$ cat src/sv/upd_pkg.sv
// shared types, constants and helper functions of the url percent decoder
package upd_pkg;

  localparam int MAX_SET_CHARS = 4;
  localparam int SET_BITS      = 8 * MAX_SET_CHARS;
  localparam int LEN_BITS      = 16;
  localparam int OUT_LEN_BITS  = 16;
  localparam int CFG_ADDR_BITS = 5;
  localparam int MAX_RESULTS   = 4;

  localparam logic [LEN_BITS-1:0] LEN_MAX = '1;

  localparam logic [7:0] CH_PCT    = 8'h25;
  localparam logic [7:0] CH_PLUS   = 8'h2B;
  localparam logic [7:0] CH_SPACE  = 8'h20;
  localparam logic [7:0] CASE_FOLD = 8'hDF;

  localparam logic [2:0] REG_PLUS_MODE      = 3'd0;
  localparam logic [2:0] REG_FORBID_CHARS   = 3'd1;
  localparam logic [2:0] REG_FORBID_COUNT   = 3'd2;
  localparam logic [2:0] REG_RESERVED_CHARS = 3'd3;
  localparam logic [2:0] REG_RESERVED_COUNT = 3'd4;

  localparam logic [1:0] ST_OK       = 2'd0;
  localparam logic [1:0] ST_BAD_ESC  = 2'd1;
  localparam logic [1:0] ST_BAD_PATH = 2'd2;

  typedef enum logic [1:0] {
    PH_IDLE  = 2'd0,
    PH_PCT   = 2'd1,
    PH_DIGIT = 2'd2
  } phase_t;

  function automatic logic is_hex(input logic [7:0] c);
    return (c >= 8'h30 && c <= 8'h39) || (c >= 8'h41 && c <= 8'h46) ||
           (c >= 8'h61 && c <= 8'h66);
  endfunction

  function automatic logic [3:0] hex_val(input logic [7:0] c);
    logic [7:0] t;
    if (c >= 8'h41) begin
      t = (c & CASE_FOLD) - 8'h37;
    end else begin
      t = c - 8'h30;
    end
    return t[3:0];
  endfunction

  function automatic logic in_set(input logic [SET_BITS-1:0] set, input logic [2:0] cnt,
                                  input logic [7:0] b);
    logic hit;
    hit = 1'b0;
    for (int i = 0; i < MAX_SET_CHARS; i++) begin
      if ((4'(i) < {1'b0, cnt}) && (set[8*i +: 8] == b)) begin
        hit = 1'b1;
      end
    end
    return hit;
  endfunction

endpackage

$ cat src/sv/upd_in_if.sv
// input byte channel of the url percent decoder
interface upd_in_if;
  logic       valid;
  logic       ready;
  logic [7:0] in_byte;
  logic       in_last;

  modport source (output valid, output in_byte, output in_last, input ready);
  modport sink   (input valid, input in_byte, input in_last, output ready);
endinterface

$ cat src/sv/upd_out_if.sv
// result channel of the url percent decoder
interface upd_out_if;
  logic        valid;
  logic        ready;
  logic [7:0]  out_byte;
  logic        out_valid;
  logic        run_last;
  logic        done_res;
  logic [1:0]  status;
  logic [15:0] out_length;

  modport source (output valid, output out_byte, output out_valid, output run_last,
                  output done_res, output status, output out_length, input ready);
  modport sink   (input valid, input out_byte, input out_valid, input run_last,
                  input done_res, input status, input out_length, output ready);
endinterface

$ cat src/sv/url_percent_decoder.sv
// top level: url percent decoder with input register, decode logic and result group register
// Escaped url bytes enter on in_ch and are held in an input register; one pass of
// decode logic turns each byte into zero to four results (decoded bytes, a
// reserved escape passed through as three bytes, and the status item on the
// byte marked last), which are loaded together into a result group register and
// leave on out_ch one per cycle while out_ch.ready is high. A byte giving at most one result
// is taken each cycle on the same condition; one giving more holds the group register until
// its last result leaves, the input register waiting behind it. The user must write registers
// through the apb port only while no url is in flight; the block does not enforce this.
module url_percent_decoder (
  input  logic                             clk,
  input  logic                             rst_n,
  upd_in_if.sink                           in_ch,
  upd_out_if.source                        out_ch,
  input  logic                             psel,
  input  logic                             penable,
  input  logic                             pwrite,
  input  logic [upd_pkg::CFG_ADDR_BITS-1:0] paddr,
  input  logic [31:0]                      pwdata,
  output logic [31:0]                      prdata,
  output logic                             pready
);

  // configuration
  logic                          plus_r;
  logic [upd_pkg::SET_BITS-1:0]  forbid_r;
  logic [2:0]                    forbid_cnt_r;
  logic [upd_pkg::SET_BITS-1:0]  reserved_r;
  logic [2:0]                    reserved_cnt_r;
  logic [2:0]                    reg_idx;
  logic                          cfg_wr;

  // input register
  logic                          inq_v_r;
  logic [7:0]                    inq_byte_r;
  logic                          inq_last_r;

  // stream state
  upd_pkg::phase_t               phase_r, phase_nxt, ph_step;
  logic [7:0]                    held_r, held_nxt, held_step;
  logic                          bad_esc_r, bad_esc_nxt;
  logic                          bad_path_r, bad_path_nxt;
  logic [upd_pkg::LEN_BITS-1:0]  len_r, len_nxt, len_step;
  logic                          ended_r, ended_nxt;

  // decode results
  logic [3:0][7:0]               dec_bytes;
  logic [2:0]                    dec_n;
  logic [2:0]                    dec_tot;
  logic [1:0]                    dec_status;
  logic [upd_pkg::LEN_BITS:0]    len_sum;

  // result group register
  logic                          grp_v_r, grp_v_nxt;
  logic [1:0]                    grp_idx_r, grp_idx_nxt;
  logic [1:0]                    grp_lastidx_r;
  logic                          grp_done_r;
  logic [3:0][7:0]               grp_bytes_r;
  logic [1:0]                    grp_status_r;
  logic [upd_pkg::OUT_LEN_BITS-1:0] grp_len_r;

  logic                          out_fire, grp_end, grp_free, adv, is_stat;

  // apb port
  assign pready  = 1'b1;
  assign reg_idx = paddr[upd_pkg::CFG_ADDR_BITS-1:2];
  assign cfg_wr  = psel && penable && pwrite && pready;

  always_comb begin
    case (reg_idx)
      upd_pkg::REG_PLUS_MODE:      prdata = {31'd0, plus_r};
      upd_pkg::REG_FORBID_CHARS:   prdata = forbid_r;
      upd_pkg::REG_FORBID_COUNT:   prdata = {29'd0, forbid_cnt_r};
      upd_pkg::REG_RESERVED_CHARS: prdata = reserved_r;
      upd_pkg::REG_RESERVED_COUNT: prdata = {29'd0, reserved_cnt_r};
      default:                     prdata = '0;
    endcase
  end

  always_ff @(posedge clk) begin
    if (!rst_n) begin
      plus_r         <= 1'b0;
      forbid_r       <= '0;
      forbid_cnt_r   <= '0;
      reserved_r     <= '0;
      reserved_cnt_r <= '0;
    end else if (cfg_wr) begin
      case (reg_idx)
        upd_pkg::REG_PLUS_MODE:      plus_r         <= pwdata[0];
        upd_pkg::REG_FORBID_CHARS:   forbid_r       <= pwdata;
        upd_pkg::REG_FORBID_COUNT:   forbid_cnt_r   <= pwdata[2:0];
        upd_pkg::REG_RESERVED_CHARS: reserved_r     <= pwdata;
        upd_pkg::REG_RESERVED_COUNT: reserved_cnt_r <= pwdata[2:0];
        default: ;
      endcase
    end
  end

  // handshake
  assign out_fire    = grp_v_r && out_ch.ready;
  assign grp_end     = out_fire && (grp_idx_r == grp_lastidx_r);
  assign grp_free    = !grp_v_r || grp_end;
  assign adv         = inq_v_r && grp_free;
  assign in_ch.ready = !inq_v_r || adv;

  // escape phase after this byte, before the end-of-url clear
  always_comb begin
    ph_step   = phase_r;
    held_step = held_r;
    if (!ended_r) begin
      case (phase_r)
        upd_pkg::PH_IDLE: begin
          ph_step = (inq_byte_r == upd_pkg::CH_PCT) ? upd_pkg::PH_PCT : upd_pkg::PH_IDLE;
        end
        upd_pkg::PH_PCT: begin
          if (upd_pkg::is_hex(inq_byte_r)) begin
            ph_step   = upd_pkg::PH_DIGIT;
            held_step = inq_byte_r;
          end else begin
            ph_step = (inq_byte_r == upd_pkg::CH_PCT) ? upd_pkg::PH_PCT : upd_pkg::PH_IDLE;
          end
        end
        upd_pkg::PH_DIGIT: begin
          ph_step = (!upd_pkg::is_hex(inq_byte_r) && inq_byte_r == upd_pkg::CH_PCT) ?
                    upd_pkg::PH_PCT : upd_pkg::PH_IDLE;
        end
        default: ph_step = upd_pkg::PH_IDLE;
      endcase
    end
    phase_nxt = inq_last_r ? upd_pkg::PH_IDLE : ph_step;
    held_nxt  = inq_last_r ? 8'd0 : held_step;
  end

  // decode of one byte into its results
  always_comb begin
    logic [7:0] b;
    logic [7:0] v;
    logic       do_plain;
    logic       be;
    logic       bp;
    logic       en;
    b         = inq_byte_r;
    v         = {upd_pkg::hex_val(held_r), upd_pkg::hex_val(b)};
    do_plain  = 1'b0;
    be        = bad_esc_r;
    bp        = bad_path_r;
    en        = ended_r;
    dec_bytes = '0;
    dec_n     = '0;
    if (!ended_r) begin
      case (phase_r)
        upd_pkg::PH_IDLE: do_plain = 1'b1;
        upd_pkg::PH_PCT: begin
          if (!upd_pkg::is_hex(b)) begin
            dec_bytes[dec_n[1:0]] = upd_pkg::CH_PCT;
            dec_n    = dec_n + 3'd1;
            be       = 1'b1;
            do_plain = 1'b1;
          end
        end
        upd_pkg::PH_DIGIT: begin
          if (upd_pkg::is_hex(b)) begin
            if (v == 8'd0 || upd_pkg::in_set(forbid_r, forbid_cnt_r, v)) begin
              bp = 1'b1;
              dec_bytes[dec_n[1:0]] = v;
              dec_n = dec_n + 3'd1;
            end else if (upd_pkg::in_set(reserved_r, reserved_cnt_r, v)) begin
              dec_bytes[0] = upd_pkg::CH_PCT;
              dec_bytes[1] = held_r;
              dec_bytes[2] = b;
              dec_n        = 3'd3;
            end else begin
              dec_bytes[dec_n[1:0]] = v;
              dec_n = dec_n + 3'd1;
            end
          end else begin
            dec_bytes[0] = upd_pkg::CH_PCT;
            dec_bytes[1] = held_r;
            dec_n        = 3'd2;
            be           = 1'b1;
            do_plain     = 1'b1;
          end
        end
        default: ;
      endcase
    end
    if (do_plain) begin
      if (b == 8'd0) begin
        en = 1'b1;
      end else if (plus_r && b == upd_pkg::CH_PLUS) begin
        dec_bytes[dec_n[1:0]] = upd_pkg::CH_SPACE;
        dec_n = dec_n + 3'd1;
      end else if (b != upd_pkg::CH_PCT) begin
        dec_bytes[dec_n[1:0]] = b;
        dec_n = dec_n + 3'd1;
      end
    end
    // pending escape cut by the end of the url
    if (inq_last_r && !en && ph_step != upd_pkg::PH_IDLE) begin
      be = 1'b1;
      dec_bytes[dec_n[1:0]] = upd_pkg::CH_PCT;
      dec_n = dec_n + 3'd1;
      if (ph_step == upd_pkg::PH_DIGIT) begin
        dec_bytes[dec_n[1:0]] = held_step;
        dec_n = dec_n + 3'd1;
      end
    end
    len_sum    = {1'b0, len_r} + (upd_pkg::LEN_BITS+1)'(dec_n);
    len_step   = (len_sum > {1'b0, upd_pkg::LEN_MAX}) ? upd_pkg::LEN_MAX :
                 len_sum[upd_pkg::LEN_BITS-1:0];
    dec_status = be ? upd_pkg::ST_BAD_ESC : (bp ? upd_pkg::ST_BAD_PATH : upd_pkg::ST_OK);
    dec_tot    = dec_n + {2'b00, inq_last_r};

    bad_esc_nxt  = inq_last_r ? 1'b0 : be;
    bad_path_nxt = inq_last_r ? 1'b0 : bp;
    ended_nxt    = inq_last_r ? 1'b0 : en;
    len_nxt      = inq_last_r ? upd_pkg::LEN_BITS'(1) : len_step;
  end

  // result group control
  always_comb begin
    grp_v_nxt   = grp_v_r;
    grp_idx_nxt = grp_idx_r;
    if (adv) begin
      grp_v_nxt   = (dec_tot != 3'd0);
      grp_idx_nxt = 2'd0;
    end else if (grp_end) begin
      grp_v_nxt = 1'b0;
    end else if (out_fire) begin
      grp_idx_nxt = grp_idx_r + 2'd1;
    end
  end

  always_ff @(posedge clk) begin
    if (!rst_n) begin
      inq_v_r    <= 1'b0;
      grp_v_r    <= 1'b0;
      grp_idx_r  <= '0;
      phase_r    <= upd_pkg::PH_IDLE;
      held_r     <= '0;
      bad_esc_r  <= 1'b0;
      bad_path_r <= 1'b0;
      len_r      <= upd_pkg::LEN_BITS'(1);
      ended_r    <= 1'b0;
    end else begin
      grp_v_r   <= grp_v_nxt;
      grp_idx_r <= grp_idx_nxt;
      if (in_ch.ready) begin
        inq_v_r <= in_ch.valid;
      end
      if (adv) begin
        phase_r    <= phase_nxt;
        held_r     <= held_nxt;
        bad_esc_r  <= bad_esc_nxt;
        bad_path_r <= bad_path_nxt;
        len_r      <= len_nxt;
        ended_r    <= ended_nxt;
      end
    end
  end

  always_ff @(posedge clk) begin
    if (in_ch.valid && in_ch.ready) begin
      inq_byte_r <= in_ch.in_byte;
      inq_last_r <= in_ch.in_last;
    end
    if (adv && dec_tot != 3'd0) begin
      grp_bytes_r   <= dec_bytes;
      grp_lastidx_r <= 2'(dec_tot - 3'd1);
      grp_done_r    <= inq_last_r;
      grp_status_r  <= dec_status;
      grp_len_r     <= upd_pkg::OUT_LEN_BITS'(len_step);
    end
  end

  // output mux
  assign is_stat           = grp_done_r && (grp_idx_r == grp_lastidx_r);
  assign out_ch.valid      = grp_v_r;
  assign out_ch.out_byte   = is_stat ? 8'd0 : grp_bytes_r[grp_idx_r];
  assign out_ch.out_valid  = !is_stat;
  assign out_ch.run_last   = (grp_idx_r == grp_lastidx_r);
  assign out_ch.done_res   = is_stat;
  assign out_ch.status     = is_stat ? grp_status_r : upd_pkg::ST_OK;
  assign out_ch.out_length = is_stat ? grp_len_r : '0;

  // checks
  a_idx_in_group: assert property (@(posedge clk) disable iff (!rst_n)
    grp_v_r |-> (grp_idx_r <= grp_lastidx_r))
    else $error("result index past end of group");

  a_done_is_last: assert property (@(posedge clk) disable iff (!rst_n)
    (out_ch.valid && out_ch.done_res) |-> out_ch.run_last)
    else $error("status result not last of its group");

  a_no_overrun: assert property (@(posedge clk) disable iff (!rst_n)
    (in_ch.valid && in_ch.ready && inq_v_r) |-> adv)
    else $error("input register overwritten");

  a_group_holds: assert property (@(posedge clk) disable iff (!rst_n)
    (grp_v_r && !out_ch.ready) |=> (grp_v_r && $stable(grp_idx_r)))
    else $error("result group moved while stalled");

endmodule
$ cat src/flat_wrapper.sv
// flat-port wrapper written by rule: the top's interface ports become plain ports
module url_percent_decoder_flat 
  (clk, rst_n, psel, penable, pwrite, paddr, pwdata, prdata, pready, in_ch_valid, in_ch_in_byte, in_ch_in_last, in_ch_ready, out_ch_valid, out_ch_out_byte, out_ch_out_valid, out_ch_run_last, out_ch_done_res, out_ch_status, out_ch_out_length, out_ch_ready);
  upd_in_if in_ch_i ();
  upd_out_if out_ch_i ();
  input  logic clk;
  input  logic rst_n;
  input  logic psel;
  input  logic penable;
  input  logic pwrite;
  input  logic [upd_pkg::CFG_ADDR_BITS-1:0] paddr;
  input  logic [31:0] pwdata;
  output logic [31:0] prdata;
  output logic pready;
  input wire logic [$bits(in_ch_i.valid)-1:0] in_ch_valid;
  input wire logic [$bits(in_ch_i.in_byte)-1:0] in_ch_in_byte;
  input wire logic [$bits(in_ch_i.in_last)-1:0] in_ch_in_last;
  output wire logic [$bits(in_ch_i.ready)-1:0] in_ch_ready;
  output wire logic [$bits(out_ch_i.valid)-1:0] out_ch_valid;
  output wire logic [$bits(out_ch_i.out_byte)-1:0] out_ch_out_byte;
  output wire logic [$bits(out_ch_i.out_valid)-1:0] out_ch_out_valid;
  output wire logic [$bits(out_ch_i.run_last)-1:0] out_ch_run_last;
  output wire logic [$bits(out_ch_i.done_res)-1:0] out_ch_done_res;
  output wire logic [$bits(out_ch_i.status)-1:0] out_ch_status;
  output wire logic [$bits(out_ch_i.out_length)-1:0] out_ch_out_length;
  input wire logic [$bits(out_ch_i.ready)-1:0] out_ch_ready;
  assign in_ch_i.valid = in_ch_valid;
  assign in_ch_i.in_byte = in_ch_in_byte;
  assign in_ch_i.in_last = in_ch_in_last;
  assign in_ch_ready = in_ch_i.ready;
  assign out_ch_valid = out_ch_i.valid;
  assign out_ch_out_byte = out_ch_i.out_byte;
  assign out_ch_out_valid = out_ch_i.out_valid;
  assign out_ch_run_last = out_ch_i.run_last;
  assign out_ch_done_res = out_ch_i.done_res;
  assign out_ch_status = out_ch_i.status;
  assign out_ch_out_length = out_ch_i.out_length;
  assign out_ch_i.ready = out_ch_ready;
  url_percent_decoder u_core (.clk(clk), .rst_n(rst_n), .in_ch(in_ch_i), .out_ch(out_ch_i), .psel(psel), .penable(penable), .pwrite(pwrite), .paddr(paddr), .pwdata(pwdata), .prdata(prdata), .pready(pready));
endmodule
$ cat config.mk
export PLATFORM = sky130hd
export DESIGN_NAME = url_percent_decoder_flat
export DESIGN_NICKNAME = d
export VERILOG_FILES = /design/src/sv/upd_pkg.sv /design/src/sv/upd_in_if.sv /design/src/sv/upd_out_if.sv /design/src/sv/url_percent_decoder.sv /design/src/flat_wrapper.sv
export SDC_FILE = /design/constraint.sdc
export NUM_CORES = 1
export LEC_CHECK = 0
export BUFFER_PORTS_ARGS = -buffer_cell sky130_fd_sc_hd__buf_2
export CAP_MARGIN = 20
export CORE_ASPECT_RATIO = 0.7
export CORE_MARGIN = 4
export CORE_UTILIZATION = 45
export DETAILED_ROUTE_END_ITERATION = 7
export SYNTH_ARGS = -nofsm -noshare
export SYNTH_HDL_FRONTEND = slang
export SYNTH_SLANG_ARGS = --single-unit
$ cat constraint.sdc
create_clock -name clk -period 9.6 [get_ports clk]
set_input_delay 0.96 -clock clk [delete_from_list [all_inputs] [get_ports clk]]
set_output_delay 0.96 -clock clk [all_outputs]
set_load 0.005 [all_outputs]
## Word level (Yosys, flattened, before mapping)

Index checks and enable logic that the tools add are counted.

| word-level totals | value |
|---|---|
| bits in registers | 166 |
| bits of input ports | 53 |
| logic and storage cells | 226 |
| output and inout port bits | 64 |

| cells by class | value |
|---|---|
| add/sub/neg operators | 11 |
| mux-type cells | 90 |
| order comparisons | 23 |
| eq/ne operators | 19 |
| reductions and logical operators | 51 |
| bitwise logic cells | 8 |

Operator list:

| kind | count |
|---|---|
| $mux 32 | 6 |
| $pmux 32 s5 | 1 |
| $mux 16 | 7 |
| $mux 8 | 12 |
| $bwmux 32 | 2 |
| $eq 8x8->1 | 8 |
| $demux 8 s2 | 3 |
| $mux 1 | 35 |
| $and 21x28->28 | 1 |
| $not 28->28 | 1 |
| $logic_and 1x1->1 | 26 |
| $ge 8x7->1 const B | 3 |
| $mux 24 | 1 |
| $mux 3 | 8 |
| $and 20x20->20 | 1 |
| $not 20->20 | 1 |
| $add 16x3->17 | 1 |
| $gt 17x16->1 const B | 1 |
| $bmux 8 s2 | 1 |
| $eq 8x6->1 const B | 2 |
| $le 8x7->1 const B | 2 |
| $logic_not 8->1 | 2 |
| $pmux 8 s2 | 1 |
| $mux 2 | 7 |
| other kinds (35) | 69 |

## Logic depth before layout (Yosys ltp)

| depth | value |
|---|---|
| depth after elaboration | 35 |
| gate-level depth with buffers | 37 |
| depth with buffers taken out | 32 |

## Least setup slack after synthesis

OpenSTA, ideal clock, no wires.

| timing path | value |
|---|---|
| path type | reg2reg |
| start | register u_core.inq_byte_r[1] |
| end | register u_core.grp_bytes_r[0] in the netlist's numbering, enable pin |
| library setup time | 0.481 ns |
| path buffers | 2 |
| required time | 9.119 ns |
| arrival time | 7.374 ns |
| cell stages (with the launch flop) | 26 |
| setup slack | 1.745 ns |
| clock period less this slack | 7.855 ns |
| cells stage by stage | edfxtp_1 -> clkbuf_1 -> inv_1 -> ha_1 -> nor4b_4 -> a21oi_2 -> xnor2_4 -> xnor2_1 -> nor4_1 -> a41oi_1 -> nor4bb_4 -> a21oi_4 -> buf_6 -> nand2b_1 -> ha_1 -> nand2_1 -> o31a_1 -> inv_1 -> ha_1 -> mux2i_1 -> nor2_1 -> a21oi_1 -> ha_1 -> xor2_1 -> xnor2_1 -> a21oi_1 |

| between the ends | value |
|---|---|
| cells in the longest elaborated chain, start to end | 29 |
| elaborated cells on any way between the ends | 87 |
| those cells by class | add/sub: 6; order compare: 6; eq/ne: 12; mux: 38; reduce/logical: 25 |

RTL lines:

| what | RTL line | text |
|---|---|---|
| from (decl) | url_percent_decoder.sv:35 | `logic [7:0] inq_byte_r;` |
| from (signal assigned) | url_percent_decoder.sv:264 | `inq_byte_r <= in_ch.in_byte;` |
| $ge 8x7->1, or another cell as far along | upd_pkg.sv:35, upd_pkg.sv:41 |  |
| $mux 4 | upd_pkg.sv:41 | `if (c >= 8'h41) begin` |
| $eq 8x8->1 | upd_pkg.sv:54 | `if ((4'(i) < {1'b0, cnt}) && (set[8*i +: 8] == b)) begin` |
| $logic_and 1x1->1 | upd_pkg.sv:54 |  |
| $mux 1 (4 in a row) | upd_pkg.sv:54 |  |
| $mux 1 | url_percent_decoder.sv:163 | `if (v == 8'd0 \|\| upd_pkg::in_set(forbid_r, forbid_cnt_r, v)) begin` |
| $mux 1 | url_percent_decoder.sv:162 | `if (upd_pkg::is_hex(b)) begin` |
| $mux 1 | url_percent_decoder.sv:151 | `case (phase_r)` |
| [10 not listed] | n/a |  |
| $mux 3 | url_percent_decoder.sv:187 | `if (do_plain) begin` |
| $add 3x1->3 | url_percent_decoder.sv:202 | `dec_n = dec_n + 3'd1;` |
| $add 3x1->3 | url_percent_decoder.sv:205 | `dec_n = dec_n + 3'd1;` |
| $mux 3 | url_percent_decoder.sv:203 | `if (ph_step == upd_pkg::PH_DIGIT) begin` |
| $mux 3 * | url_percent_decoder.sv:199 | `if (inq_last_r && !en && ph_step != upd_pkg::PH_IDLE) begin` |
| $add 3x1->3 * | url_percent_decoder.sv:212 | `dec_tot = dec_n + {2'b00, inq_last_r};` |
| $reduce_bool 3->1 * | url_percent_decoder.sv:267 | `if (adv && dec_tot != 3'd0) begin` |
| $logic_and 1x1->1 * | url_percent_decoder.sv:267 |  |
| to (signal assigned) | url_percent_decoder.sv:268 | `grp_bytes_r <= dec_bytes;` |
| to (decl) | url_percent_decoder.sv:58 | `logic [3:0][7:0] grp_bytes_r;` |

Mark *: on every way between the ends. The rest lies on a longest branch, timed or not. The select of a mux whose other input is x is not followed.
A chain may end at the register's enable or synchronous reset.

## Worst setup path in the final report

| timing path | value |
|---|---|
| start | register u_core.inq_byte_r[0] |
| end | register u_core.len_r[2] in the netlist's numbering |

| between the ends | value |
|---|---|
| cells in the longest elaborated chain, start to end | 30 |
| elaborated cells on any way between the ends | 88 |
| those cells by class | add/sub: 6; order compare: 7; eq/ne: 12; mux: 40; reduce/logical: 23 |

RTL lines:

| what | RTL line | text |
|---|---|---|
| $ge 8x7->1, or another cell as far along | upd_pkg.sv:35, upd_pkg.sv:41 |  |
| $mux 4 | upd_pkg.sv:41 |  |
| $eq 8x8->1 | upd_pkg.sv:54 |  |
| $logic_and 1x1->1 | upd_pkg.sv:54 |  |
| $mux 1 (4 in a row) | upd_pkg.sv:54 |  |
| $mux 1 | url_percent_decoder.sv:163 |  |
| $mux 1 | url_percent_decoder.sv:162 |  |
| $mux 1 | url_percent_decoder.sv:151 |  |
| [12 not listed] | n/a |  |
| $add 3x1->3 | url_percent_decoder.sv:205 |  |
| $mux 3 | url_percent_decoder.sv:203 |  |
| $mux 3 * | url_percent_decoder.sv:199 |  |
| $add 16x3->17 * | url_percent_decoder.sv:208 | `len_sum = {1'b0, len_r} + (upd_pkg::LEN_BITS+1)'(dec_n);` |
| $gt 17x16->1 | url_percent_decoder.sv:209 | `len_step = (len_sum > {1'b0, upd_pkg::LEN_MAX}) ? upd_pkg::LEN_MAX :` |
| $mux 16 * | url_percent_decoder.sv:209 |  |
| named net u_core.len_step, one bit | url_percent_decoder.sv:43 | `logic [upd_pkg::LEN_BITS-1:0] len_r, len_nxt, len_step;` |
| $mux 16 * | url_percent_decoder.sv:217 | `len_nxt = inq_last_r ? upd_pkg::LEN_BITS'(1) : len_step;` |
| to (signal assigned) | url_percent_decoder.sv:243 | `len_r <= upd_pkg::LEN_BITS'(1);` |
| to (signal assigned) | url_percent_decoder.sv:256 | `len_r <= len_nxt;` |
| to (decl) | url_percent_decoder.sv:43 |  |

The timed path passes the listed nets; every way through them passes the cells marked *. The select of a mux whose other input is x is not followed.

==> flow_metrics.env <==
export IMPL_endpoint_kind="register"
export IMPL_cp_top_family="simple AND/OR/NAND/NOR gates"
export IMPL_avgSynthCellArea_um2=9.06
export IMPL_cp_common_cell="ha_1"
export IMPL_r2r_cells=33
export IMPL_drc_errors=0
export IMPL_gr_total_overflow=0
export IMPL_p_total_mw=1.64
export IMPL_p_leak_nw=4.43
export IMPL_tightestPinTransition_ns=0.974
export IMPL_multiInputGateArea_um2=5830
export IMPL_rsz0062_at_grt="false"
export IMPL_synth_cell_types=86
export IMPL_clkLatencyLatePin_ns=0.43
export IMPL_required_ns=9.98
export IMPL_synth_ff_type="dfxtp_1"
export IMPL_rows=45
export IMPL_antenna_cells=0
export IMPL_clock_sinks=166
export IMPL_ys_warn_count=0
export IMPL_fin_skew_ns=0.0104
export IMPL_num_vias=8731
export IMPL_cts_buffers=17
export IMPL_wl_per_cell_um=20.1
export IMPL_cellPowerDensity_nw_per_um2=142
export IMPL_vias_per_cell=5.88
export IMPL_cp_slowest_cell="edfxtp_1"
export IMPL_period_share_pct=92.4
export IMPL_postCtsSetupBuffers=0
export IMPL_num_fill_cells=2069
export IMPL_synth_edf_count=62
export IMPL_min_period_ns=8.87
export IMPL_r2r_end="u_core.len_r[2]"
export IMPL_yosysSeqAreaShare_pct=38.7
export IMPL_outcome="finished, final reports clean"
export IMPL_fmax_mhz=113
export IMPL_finalSetupViolations=0
export IMPL_fp_dieW_um=188
export IMPL_postSynthCellCount=1124
export IMPL_critPathBufInv=4
export IMPL_r2r_start="u_core.inq_byte_r[0]"
export IMPL_syn_to_final_growth_pct=13.4
export IMPL_max_stage_delay_ns=0.67
export IMPL_cts_tree="done"
export IMPL_port_buffers=113
export IMPL_reg2reg_slack_ns=0.73
export IMPL_yosys_area_top_type="dfxtp_1"
export IMPL_htreeDepth=4
export IMPL_grt_max_degree=78
export IMPL_grt_pass1_wl_um=46700
export IMPL_grt_pass1_vias=8078
export IMPL_yosysMostFrequentCell="nand2_1"
export IMPL_setup_worst_path_class="register to register"
export IMPL_antenna_found_initial=0
export IMPL_cts_buffer_depth=2
export IMPL_crit_fanout=13
export IMPL_postCtsHoldBufs=0
export IMPL_hold_violations=0
export IMPL_hpwl_um=21600
export IMPL_coreArea_um2=22000
export IMPL_fp_dieArea_um2=25100
export IMPL_finalWirelength_um=29900
export IMPL_final_nets=1272
export IMPL_ios=117
export IMPL_worst_setup_path_start_kind="register"
export IMPL_instances_no_fill=1485
export IMPL_synth_common_cells="201 x nand2_1, 104 x dfxtp_1, 67 x a21boi_0"
export IMPL_holdCritPathClass="register to register"
export IMPL_arrival_ns=9.26
export IMPL_relSlewSlack_pct=34.5
export IMPL_regArea_um2=3940
export IMPL_fin_setup_tns_ns=0
export IMPL_fp_dieH_um=134
export IMPL_async_flop_share_pct=0
export IMPL_crit_cells=33
export IMPL_syn_num_nets=1206
export IMPL_cts_resized=0
export IMPL_syn_cell_area_um2=10200
export IMPL_utilization_pct=52.6
export IMPL_final_antenna_net_count=0
export IMPL_drv_slew=0
export IMPL_start_util_pct=46.4
export IMPL_yosysTopAreaCellShare_pct=20.5
export IMPL_clk_pin_slew_ns=0.07
export IMPL_synth_seq_cells=166
export IMPL_yosys_top_cells_area="dfxtp_1 20%, edfxtp_1 18%, nand2_1 7.4%"
export IMPL_drive_above_1_share_pct=16.7
export IMPL_place_congestion=0.916
export IMPL_dr_pass1_iters=5
export IMPL_critPathCapture="u_core.len_r[2]"
export IMPL_drt_initial_drc_count=759
export IMPL_dp_cells=1453
export IMPL_track_usage_pct=23.5
export IMPL_vdd_drop_max_v=0.000113
export IMPL_drv_cap=0
export IMPL_startpoint="u_core.inq_byte_r[0]"
export IMPL_cts_root_buffer="clkbuf_16"
-- sequential cells by signal, indices dropped and copies added, names as in the netlist, 2 cells and up --
name	flops
u_core.forbid_cnt_r	3
u_core.forbid_r	32
u_core.grp_bytes_r	32
u_core.grp_idx_r	2
u_core.grp_lastidx_r	2
u_core.grp_len_r	16
u_core.grp_status_r	2
u_core.held_r	8
u_core.inq_byte_r	8
u_core.len_r	16
u_core.phase_r	2
u_core.reserved_cnt_r	3
u_core.reserved_r	32
-- logic make-up (layout without fill, tap and decap cells) --
group           count (synthesis)  count (layout)  share of synthesized area (%)
buf+inv                       110             189                           4.34
xor+xnor                       81              81                           7.61
other cells                     1               1                         0.0368
flops                         166             166                           38.7
fa+ha+maj                      29              29                           3.64
simple gates                  414             414                           20.3
compound gates                298             298                           21.6
mux                            25              25                           3.71
-- cell type report --
class	count	area share (%)
clock buffer	22	4.39
clock inverter	10	1.19
inverter	31	1.01
multi-input combinational	848	50.5
sequential	166	34.1
tap	282	3.06
timing repair buffer	126	5.74
-- worst min-delay path by stage --
stage                            startpoint                 to  slack (ns)  cells after the start
after global placement    u_core.bad_path_r  u_core.bad_path_r        0.44                      2
after global routing        u_core.len_r[2]    u_core.len_r[2]        0.51                      1
after floorplan           u_core.bad_path_r  u_core.bad_path_r        0.43                      2
after detailed placement  u_core.bad_path_r  u_core.bad_path_r        0.45                      2
final                     u_core.bad_path_r  u_core.bad_path_r        0.47                      2
after CTS                 u_core.bad_path_r  u_core.bad_path_r        0.47                      2
-- worst reg2reg max path: cells and delay by family (launching register included) --
family	cells	cell delay, ns
buffers and inverters	4	0.85
and+or+nand+nor	14	3.47
xor gates and xnor gates	3	0.57
DFF	1	0.67
adders and majority gates	4	1.06
AOI/OAI and AO/OA	8	2.23
-- per-layer routing --
| metal | GRT usage, % | share of wire [%] |
|---|---|---|
| met1 | 37.0 | 51 |
| met2 | 31.8 | 40 |
| met3 | 6.56 | 8.5 |
| met4 | 4.60 | 1.0 |
| met5 | 0 | 0 |
-- cells in the final DEF (no fill, tap or decap), types with 9 or more instances in the layout --
cell type,count
a21oi_1,27
buf_4,13
buf_2,113
o21ai_0,43
inv_1,31
nor2_1,47
nand2_1,201
edfxtp_1,62
nor4_1,10
a21boi_0,67
a31oi_1,14
ha_1,28
and3_1,28
clkbuf_16,19
a211oi_1,9
nand2b_1,10
nor3_1,12
mux2i_1,13
xnor2_1,53
a22oi_1,9
and2_1,18
a22o_1,49
xor2_1,24
nand3_1,10
nor2b_1,32
dfxtp_1,104
-- report_power, final --
group          internal, mW  switching, mW  total, mW
logic                0.0547         0.0845      0.139
clock network         0.455          0.288      0.743
registers             0.746         0.0152      0.762
total                  1.26          0.388       1.64
-- per-stage QoR --
stage	hold WS, ns	cell area, µm²	worst slack, ns
after floorplan	0.426	10200	1.74
after global placement	0.437	10900	1.09
after detailed placement	0.454	10900	0.922
after CTS	0.471	11500	0.870
after global routing	0.511	11500	0.0137
final	0.471	11500	0.726
Note: power is estimated with default switching activity, not from simulation.
